==> src/md5sh_pkg.sv <==
// ----------------------------------------------------------------------------
// md5sh_pkg
// Types, constants and round functions shared by the MD5 stream hasher.
// ----------------------------------------------------------------------------
`default_nettype none

package md5sh_pkg;

    localparam int BLOCK_BYTES = 64;
    localparam int LANES       = 4;
    localparam int ROUNDS      = 64;

    localparam logic [31:0] IV_A = 32'h67452301;
    localparam logic [31:0] IV_B = 32'hefcdab89;
    localparam logic [31:0] IV_C = 32'h98badcfe;
    localparam logic [31:0] IV_D = 32'h10325476;

    localparam logic [5:0] FILL_LEN_START = 6'd56;
    localparam logic [5:0] FILL_LAST      = 6'd63;
    localparam logic [7:0] PAD_BYTE       = 8'h80;
    localparam logic [6:0] ROUND_LAST     = 7'd64;

    typedef struct packed {
        logic [7:0] data_byte;
        logic       byte_valid;
        logic       last;
    } t_in_item;

    typedef struct packed {
        logic [63:0] digest_high;
        logic [63:0] digest_low;
    } t_out_item;

    typedef enum logic [1:0] {
        S_IDLE,
        S_PAD,
        S_COMP,
        S_FIN
    } t_state;

    function automatic logic [31:0] md5_k(input logic [5:0] idx);
        logic [31:0] k;
        unique case (idx)
            6'd0:  k = 32'hd76aa478;  6'd1:  k = 32'he8c7b756;
            6'd2:  k = 32'h242070db;  6'd3:  k = 32'hc1bdceee;
            6'd4:  k = 32'hf57c0faf;  6'd5:  k = 32'h4787c62a;
            6'd6:  k = 32'ha8304613;  6'd7:  k = 32'hfd469501;
            6'd8:  k = 32'h698098d8;  6'd9:  k = 32'h8b44f7af;
            6'd10: k = 32'hffff5bb1;  6'd11: k = 32'h895cd7be;
            6'd12: k = 32'h6b901122;  6'd13: k = 32'hfd987193;
            6'd14: k = 32'ha679438e;  6'd15: k = 32'h49b40821;
            6'd16: k = 32'hf61e2562;  6'd17: k = 32'hc040b340;
            6'd18: k = 32'h265e5a51;  6'd19: k = 32'he9b6c7aa;
            6'd20: k = 32'hd62f105d;  6'd21: k = 32'h02441453;
            6'd22: k = 32'hd8a1e681;  6'd23: k = 32'he7d3fbc8;
            6'd24: k = 32'h21e1cde6;  6'd25: k = 32'hc33707d6;
            6'd26: k = 32'hf4d50d87;  6'd27: k = 32'h455a14ed;
            6'd28: k = 32'ha9e3e905;  6'd29: k = 32'hfcefa3f8;
            6'd30: k = 32'h676f02d9;  6'd31: k = 32'h8d2a4c8a;
            6'd32: k = 32'hfffa3942;  6'd33: k = 32'h8771f681;
            6'd34: k = 32'h6d9d6122;  6'd35: k = 32'hfde5380c;
            6'd36: k = 32'ha4beea44;  6'd37: k = 32'h4bdecfa9;
            6'd38: k = 32'hf6bb4b60;  6'd39: k = 32'hbebfbc70;
            6'd40: k = 32'h289b7ec6;  6'd41: k = 32'heaa127fa;
            6'd42: k = 32'hd4ef3085;  6'd43: k = 32'h04881d05;
            6'd44: k = 32'hd9d4d039;  6'd45: k = 32'he6db99e5;
            6'd46: k = 32'h1fa27cf8;  6'd47: k = 32'hc4ac5665;
            6'd48: k = 32'hf4292244;  6'd49: k = 32'h432aff97;
            6'd50: k = 32'hab9423a7;  6'd51: k = 32'hfc93a039;
            6'd52: k = 32'h655b59c3;  6'd53: k = 32'h8f0ccc92;
            6'd54: k = 32'hffeff47d;  6'd55: k = 32'h85845dd1;
            6'd56: k = 32'h6fa87e4f;  6'd57: k = 32'hfe2ce6e0;
            6'd58: k = 32'ha3014314;  6'd59: k = 32'h4e0811a1;
            6'd60: k = 32'hf7537e82;  6'd61: k = 32'hbd3af235;
            6'd62: k = 32'h2ad7d2bb;  6'd63: k = 32'heb86d391;
            default: k = 32'h0;
        endcase
        return k;
    endfunction

    function automatic logic [4:0] md5_s(input logic [5:0] idx);
        logic [4:0] s;
        unique case ({idx[5:4], idx[1:0]})
            4'd0:  s = 5'd7;   4'd1:  s = 5'd12;  4'd2:  s = 5'd17;  4'd3:  s = 5'd22;
            4'd4:  s = 5'd5;   4'd5:  s = 5'd9;   4'd6:  s = 5'd14;  4'd7:  s = 5'd20;
            4'd8:  s = 5'd4;   4'd9:  s = 5'd11;  4'd10: s = 5'd16;  4'd11: s = 5'd23;
            4'd12: s = 5'd6;   4'd13: s = 5'd10;  4'd14: s = 5'd15;  4'd15: s = 5'd21;
            default: s = 5'd0;
        endcase
        return s;
    endfunction

    function automatic logic [3:0] md5_g(input logic [5:0] idx);
        logic [3:0] i4;
        logic [3:0] g;
        i4 = idx[3:0];
        unique case (idx[5:4])
            2'd0:    g = i4;
            2'd1:    g = 4'(i4 * 4'd5 + 4'd1);
            2'd2:    g = 4'(i4 * 4'd3 + 4'd5);
            2'd3:    g = 4'(i4 * 4'd7);
            default: g = i4;
        endcase
        return g;
    endfunction

    function automatic logic [31:0] md5_f(input logic [1:0] stage, input logic [31:0] b,
                                          input logic [31:0] c, input logic [31:0] d);
        logic [31:0] f;
        unique case (stage)
            2'd0:    f = (b & c) | (~b & d);
            2'd1:    f = (b & d) | (c & ~d);
            2'd2:    f = b ^ c ^ d;
            2'd3:    f = c ^ (b | ~d);
            default: f = b ^ c ^ d;
        endcase
        return f;
    endfunction

endpackage

`default_nettype wire

==> src/md5sh_ram.sv <==
// ----------------------------------------------------------------------------
// md5sh_ram
// Generic single-write, single-read RAM with a registered read port.
// ----------------------------------------------------------------------------
`default_nettype none

module md5sh_ram #(
    parameter int WIDTH = 8,
    parameter int DEPTH = 16
) (
    input  wire logic                             i_clk,
    input  wire logic                             i_we,
    input  wire logic [$clog2(DEPTH)-1:0]         i_waddr,
    input  wire logic [WIDTH-1:0]                 i_wdata,
    input  wire logic [$clog2(DEPTH)-1:0]         i_raddr,
    output logic      [WIDTH-1:0]                 o_rdata
);

    logic [WIDTH-1:0] r_mem [DEPTH];
    logic [WIDTH-1:0] r_rdata;

    always_ff @(posedge i_clk) begin
        if (i_we) begin
            r_mem[i_waddr] <= i_wdata;
        end
        r_rdata <= r_mem[i_raddr];
    end

    assign o_rdata = r_rdata;

endmodule

`default_nettype wire

==> src/md5_stream_hash.sv <==
// ----------------------------------------------------------------------------
// md5_stream_hash
// MD5 digest of a byte stream, one byte per input transaction.
// ----------------------------------------------------------------------------
// The input channel carries one byte per transaction; byte_valid = 0 allows
// an idle transaction or an empty message, and last ends the message. After
// a transaction with last set, the block pads the message, compresses the
// remaining one or two blocks and presents the 128-bit digest as one output
// transaction, then returns to the initial chaining values.
// A byte that does not fill a block leaves the input ready. The 64th byte of a
// block starts a compression: one memory read ahead, 64 rounds of the shared
// round unit fed by the block memory, and a final step to add into the
// chaining words. The input is not ready while a block is compressed.
// Padding writes one byte per cycle into the block memory.
// The block buffer is four byte-lane memories of 16 entries each.
// Reset loads the initial chaining values and clears the fill count and
// bit length at once; the block memory needs no clearing. A finished digest
// waits in an output register while the next message is taken; only the
// following digest waits for the receiver to take the previous one.
// ----------------------------------------------------------------------------
`default_nettype none

module md5_stream_hash (
    input  wire logic                  i_clk,
    input  wire logic                  i_rst_n,
    input  wire logic                  i_in_valid,
    output logic                       o_in_ready,
    input  wire md5sh_pkg::t_in_item   i_in_data,
    output logic                       o_out_valid,
    input  wire logic                  i_out_ready,
    output md5sh_pkg::t_out_item       o_out_data
);

    localparam int LANE_DEPTH = md5sh_pkg::BLOCK_BYTES / md5sh_pkg::LANES;
    localparam int LANE_AW    = $clog2(LANE_DEPTH);

    md5sh_pkg::t_state r_state, n_state;
    logic [31:0]       r_chain [4];
    logic [31:0]       n_chain [4];
    logic [31:0]       r_a, r_b, r_c, r_d;
    logic [31:0]       n_a, n_b, n_c, n_d;
    logic [5:0]        r_fill, n_fill;
    logic [63:0]       r_bitlen, n_bitlen;
    logic [6:0]        r_round, n_round;
    logic              r_finishing, n_finishing;
    logic              r_pad_first, n_pad_first;
    logic              r_len_phase, n_len_phase;
    logic              r_out_valid, n_out_valid;
    md5sh_pkg::t_out_item r_out_data, n_out_data;

    logic              in_fire;
    logic              out_free;
    logic              ram_we;
    logic [7:0]        ram_wdata;
    logic [LANE_AW-1:0] rd_addr;
    logic [7:0]        lane_q [md5sh_pkg::LANES];
    logic [31:0]       m_word;
    logic [5:0]        ap_idx;
    logic [31:0]       t_sum;
    logic [4:0]        rot;
    logic [31:0]       t_rot;
    logic              pad_len_now;
    logic [7:0]        pad_byte;
    logic [31:0]       sum_a, sum_b, sum_c, sum_d;

    assign o_in_ready = i_rst_n && (r_state == md5sh_pkg::S_IDLE);
    assign in_fire    = i_in_valid && o_in_ready;
    assign out_free   = !r_out_valid || i_out_ready;

    assign rd_addr = md5sh_pkg::md5_g(r_round[5:0]);
    assign m_word  = {lane_q[3], lane_q[2], lane_q[1], lane_q[0]};
    assign ap_idx  = 6'(r_round - 7'd1);
    assign t_sum   = r_a + md5sh_pkg::md5_f(ap_idx[5:4], r_b, r_c, r_d)
                   + md5sh_pkg::md5_k(ap_idx) + m_word;
    assign rot     = md5sh_pkg::md5_s(ap_idx);
    assign t_rot   = (t_sum << rot) | (t_sum >> (6'd32 - {1'b0, rot}));

    assign pad_len_now = !r_pad_first
                      && (r_len_phase || (r_fill == md5sh_pkg::FILL_LEN_START));
    assign pad_byte    = r_pad_first ? md5sh_pkg::PAD_BYTE
                       : (pad_len_now ? r_bitlen[{r_fill[2:0], 3'b000} +: 8] : 8'h00);

    assign sum_a = r_chain[0] + r_a;
    assign sum_b = r_chain[1] + r_b;
    assign sum_c = r_chain[2] + r_c;
    assign sum_d = r_chain[3] + r_d;

    for (genvar ln = 0; ln < md5sh_pkg::LANES; ln++) begin : g_lane
        md5sh_ram #(
            .WIDTH (8),
            .DEPTH (LANE_DEPTH)
        ) u_ram (
            .i_clk   (i_clk),
            .i_we    (ram_we && (r_fill[1:0] == 2'(ln))),
            .i_waddr (r_fill[5:2]),
            .i_wdata (ram_wdata),
            .i_raddr (rd_addr),
            .o_rdata (lane_q[ln])
        );
    end

    always_comb begin
        n_state     = r_state;
        n_chain     = r_chain;
        n_a         = r_a;
        n_b         = r_b;
        n_c         = r_c;
        n_d         = r_d;
        n_fill      = r_fill;
        n_bitlen    = r_bitlen;
        n_round     = r_round;
        n_finishing = r_finishing;
        n_pad_first = r_pad_first;
        n_len_phase = r_len_phase;
        n_out_valid = r_out_valid && !i_out_ready;
        n_out_data  = r_out_data;
        ram_we      = 1'b0;
        ram_wdata   = pad_byte;

        unique case (r_state)
            md5sh_pkg::S_IDLE: begin
                if (in_fire) begin
                    if (i_in_data.last) begin
                        n_finishing = 1'b1;
                        n_pad_first = 1'b1;
                        n_len_phase = 1'b0;
                        n_state     = md5sh_pkg::S_PAD;
                    end
                    if (i_in_data.byte_valid) begin
                        ram_we    = 1'b1;
                        ram_wdata = i_in_data.data_byte;
                        n_fill    = r_fill + 6'd1;
                        n_bitlen  = r_bitlen + 64'd8;
                        if (r_fill == md5sh_pkg::FILL_LAST) begin
                            n_state = md5sh_pkg::S_COMP;
                            n_round = '0;
                            n_a     = r_chain[0];
                            n_b     = r_chain[1];
                            n_c     = r_chain[2];
                            n_d     = r_chain[3];
                        end
                    end
                end
            end
            md5sh_pkg::S_PAD: begin
                ram_we      = 1'b1;
                n_fill      = r_fill + 6'd1;
                n_pad_first = 1'b0;
                if (pad_len_now) begin
                    n_len_phase = 1'b1;
                end
                if (r_fill == md5sh_pkg::FILL_LAST) begin
                    n_state = md5sh_pkg::S_COMP;
                    n_round = '0;
                    n_a     = r_chain[0];
                    n_b     = r_chain[1];
                    n_c     = r_chain[2];
                    n_d     = r_chain[3];
                end
            end
            md5sh_pkg::S_COMP: begin
                n_round = r_round + 7'd1;
                if (r_round != '0) begin
                    n_a = r_d;
                    n_d = r_c;
                    n_c = r_b;
                    n_b = r_b + t_rot;
                end
                if (r_round == md5sh_pkg::ROUND_LAST) begin
                    n_state = md5sh_pkg::S_FIN;
                end
            end
            md5sh_pkg::S_FIN: begin
                if (r_finishing && r_len_phase) begin
                    if (out_free) begin
                        n_out_valid            = 1'b1;
                        n_out_data.digest_low  = {sum_b, sum_a};
                        n_out_data.digest_high = {sum_d, sum_c};
                        n_chain[0]  = md5sh_pkg::IV_A;
                        n_chain[1]  = md5sh_pkg::IV_B;
                        n_chain[2]  = md5sh_pkg::IV_C;
                        n_chain[3]  = md5sh_pkg::IV_D;
                        n_bitlen    = '0;
                        n_finishing = 1'b0;
                        n_len_phase = 1'b0;
                        n_state     = md5sh_pkg::S_IDLE;
                    end
                end else begin
                    n_chain[0] = sum_a;
                    n_chain[1] = sum_b;
                    n_chain[2] = sum_c;
                    n_chain[3] = sum_d;
                    n_state    = r_finishing ? md5sh_pkg::S_PAD : md5sh_pkg::S_IDLE;
                end
            end
            default: begin
                n_state = md5sh_pkg::S_IDLE;
            end
        endcase
    end

    always_ff @(posedge i_clk) begin
        if (!i_rst_n) begin
            r_state     <= md5sh_pkg::S_IDLE;
            r_chain[0]  <= md5sh_pkg::IV_A;
            r_chain[1]  <= md5sh_pkg::IV_B;
            r_chain[2]  <= md5sh_pkg::IV_C;
            r_chain[3]  <= md5sh_pkg::IV_D;
            r_fill      <= '0;
            r_bitlen    <= '0;
            r_finishing <= 1'b0;
            r_pad_first <= 1'b0;
            r_len_phase <= 1'b0;
            r_out_valid <= 1'b0;
        end else begin
            r_state     <= n_state;
            r_chain     <= n_chain;
            r_fill      <= n_fill;
            r_bitlen    <= n_bitlen;
            r_finishing <= n_finishing;
            r_pad_first <= n_pad_first;
            r_len_phase <= n_len_phase;
            r_out_valid <= n_out_valid;
        end
    end

    always_ff @(posedge i_clk) begin
        r_a        <= n_a;
        r_b        <= n_b;
        r_c        <= n_c;
        r_d        <= n_d;
        r_round    <= n_round;
        r_out_data <= n_out_data;
    end

    assign o_out_valid = r_out_valid;
    assign o_out_data  = r_out_data;

endmodule

`default_nettype wire

==> config.mk <==
export PLATFORM = sky130hd
export DESIGN_NAME = md5_stream_hash
export DESIGN_NICKNAME = d
export VERILOG_FILES = /design/src/md5sh_pkg.sv /design/src/md5sh_ram.sv /design/src/md5_stream_hash.sv
export SDC_FILE = /design/constraint.sdc
export NUM_CORES = 2
export LEC_CHECK = 0
export BUFFER_PORTS_ARGS = -buffer_cell sky130_fd_sc_hd__buf_2
export CAP_MARGIN = 20
export CELL_PAD_IN_SITES_DETAIL_PLACEMENT = 0
export CELL_PAD_IN_SITES_GLOBAL_PLACEMENT = 2
export CORE_MARGIN = 1
export CORE_UTILIZATION = 47
export CTS_CLUSTER_SIZE = 25
export DETAILED_ROUTE_END_ITERATION = 8
export GPL_TIMING_DRIVEN = 0
export HOLD_SLACK_MARGIN = 0.12
export PLACE_DENSITY_LB_ADDON = 0.1
export SLEW_MARGIN = 15
export SYNTH_ARGS = -nofsm -noshare
export SYNTH_HDL_FRONTEND = slang
export SYNTH_SLANG_ARGS = --single-unit
==> constraint.sdc <==
create_clock -name i_clk -period 35.3 [get_ports i_clk]
set_clock_uncertainty 0.05 [all_clocks]
set_input_delay 3.53 -clock i_clk [delete_from_list [all_inputs] [get_ports i_clk]]
set_output_delay 3.53 -clock i_clk [all_outputs]
set_load 0.01 [all_outputs]
==> results.json <==
{
  "ff2ff_path_depth": 41,
  "place_ws_ps": 20020,
  "drc_errors": 0,
  "numPortBuffers": 143,
  "maxSlewHeadroom": 0.193,
  "antenna_found_initial": 17,
  "cap_violations": 0,
  "dp.cells": 6968,
  "slowest_delay_ps": 820,
  "grt_overflow_total": 0,
  "critPathKind": "reg -> reg",
  "post_cts_resized": 0,
  "synth_area_leaders": "edfxtp_1 (40%), dfxtp_1 (8.1%), mux4_2 (5.9%)",
  "synth.avg_cell_area_um2": 11.2,
  "nets": 5763,
  "finalSetupViolCount": 0,
  "whs_endpoint": "r_bitlen[52]",
  "hold_viol": 0,
  "p_total_mw": 2.57,
  "syn2layout_area_growth_pct": 11.9,
  "setup_ws_ps": 19420,
  "synth_nets": 5478,
  "die_area_um2": 124000,
  "min_period_ps": 15880,
  "crit_top_cell": "ha_1",
  "synth_top_area_cell": "edfxtp_1",
  "dp_hpwl_mm": 169,
  "p_per_area_nw_per_um2": 39.7,
  "critPathArrivalTime_ps": 16340,
  "leakage_nw": 22.9,
  "path_clk_slew_ps": 70,
  "vias": 44600,
  "endpoint_kind": "flop",
  "cts_tree": "done",
  "die_w_um": 353,
  "yosys.area.top_type_share": 0.403,
  "final_area_um2": 64700,
  "drtIter0Drc": 4555,
  "slew_violations": 0,
  "worst_pin_slew_ps": 1210,
  "synthesis.area_um2": 57800,
  "row_count": 128,
  "ant_nets": 0,
  "r2r-start": "r_round[0]",
  "reg2reg_slack_ps": 19420,
  "post-cts-setup-buffers": 0,
  "post_drt_via_cell_ratio": 6.22,
  "first_pass_iters": 6,
  "outcome": "completed",
  "critPathRequiredTime_ps": 35760,
  "io_pins": 144,
  "root_buffer": "clkbuf_16",
  "grt_max_degree": 84,
  "yosys.cell_count.top_type": "edfxtp_1",
  "cts.sinks": 1008,
  "drive_gt1_frac": 0.131,
  "grt_pass1_vias": 43100,
  "cts_buffers": 105,
  "synth_edf_count": 775,
  "htree_levels": 3,
  "synth_cell_types": 99,
  "grt_pass1_wl_mm": 310,
  "gp_congestion": 1.06,
  "cts_hold_buf": 0,
  "clockBufferDepth": 3,
  "ir_drop_mv": 0.0593,
  "path_max_fanout": 15,
  "ys.flop_type": "edfxtp_1",
  "ys_seq_area_frac": 0.483,
  "yosys-top-cells-count": "edfxtp_1 (775), nor2_1 (464), a21oi_1 (367)",
  "gr-usage-all-layers": 0.348,
  "min_path_cells": 2,
  "layout.cells.non_filler": 7170,
  "async_flop_share": 0,
  "holdWs_ps": 452,
  "tns_ps": 0,
  "slowest_stage": "fa_1",
  "grt_setup_unrepaired": "false",
  "hp-start": "r_bitlen[52]",
  "die_h_um": 353,
  "place_area_um2": 61200,
  "ys_warn_count": 0,
  "wirelength_mm": 220,
  "insertion_delay_ps": 770,
  "fmax_ghz": 0.0630,
  "netlist_instances": 5166,
  "startpoint_type": "flop",
  "coreArea_um2": 122000,
  "final_core_util": 0.531,
  "rr_endpoint": "r_b[31]",
  "initial_utilization": 0.474,
  "hp-class": "reg -> reg",
  "ys_ff_latch": 1008,
  "fin_crit_sh": 0.450,
  "drt-wirelength-per-cell_um": 30.6
}
layout by cell type (no fill, tap or decap), types with 97 or more instances in the layout:
master,n
nor2b_1,111
clkbuf_1,220
clkbuf_16,106
buf_2,181
inv_1,217
nand2_1,357
o21ai_0,207
xnor2_1,218
nor2_1,463
mux2_2,139
a211oi_1,97
a21oi_1,366
ha_1,228
dfxtp_1,233
edfxtp_1,775
mux4_2,152
flip-flops by register name, summed over array words and instances, names as in the netlist, 7 cells and up:
register / flops
g_lane.u_ram.o_rdata: 32
g_lane.u_ram.r_mem: 512
o_out_data: 128
r_a: 32
r_b: 32
r_bitlen: 61
r_c: 32
r_chain: 128
r_d: 32
r_round: 7
cell families (layout without fill, tap and decap cells):
logic type | after synthesis | after routing | share of synthesized area
adders and majority gates | 298 | 298 | 0.0736
xor gates and xnor gates | 310 | 310 | 0.0474
DFF | 1008 | 1008 | 0.483
AOI/OAI and AO/OA | 1335 | 1335 | 0.154
buffers and inverters | 505 | 880 | 0.0338
and+or+nand+nor | 1326 | 1326 | 0.106
other | 0 | 4 | 0
muxes | 384 | 384 | 0.102
worst max-delay path by stage:
stage | from | end | slack (ps) | cells after the start
detailed placement | r_round[0] | r_b[31] | 20020 | 45
floorplan | i_in_valid | r_a[0] | 22180 | 2
global route | r_round[0] | r_b[31] | 19240 | 45
CTS | r_round[0] | r_b[31] | 19900 | 41
finish | r_round[0] | r_b[31] | 19420 | 41
global placement | i_rst_n | r_b[22] | 16200 | 3
routing by layer:
layer / global-route usage / up-vias / routed length, um
li1: - / 20000 / -
met1: 0.456 / 22100 / 88500
met2: 0.546 / 2022 / 99700
met3: 0.0583 / 474 / 17000
met4: 0.199 / 2 / 14300
met5: 0 / - / 13
critical path, delay by kind of cell (launching register included):
family | cells | cell delay [ps]
muxes | 1 | 270
DFF | 1 | 710
buffers and inverters | 10 | 3900
and+or+nand+nor | 5 | 1300
adders and majority gates | 6 | 3090
AOI/OAI and AO/OA | 19 | 6260
power by group:
part	switching, mW	leakage (nW)	internal [mW]
Clock	0.483	1.66	0.632
Sequential	0.00326	8.72	1.27
Combinational	0.116	12.5	0.0574
area by class of cell:
cell class	count	area, um2
flip-flops and latches	1008	27900
plain buffers	280	1110
diodes	4	10.0
clock buffers	137	2810
clock inverters	60	667
inverters	225	850
multi-input cells	3653	28000
repair buffers	178	1230
well taps	1625	2030
fillers	10700	57200
(Power assumes the default switching activity.)
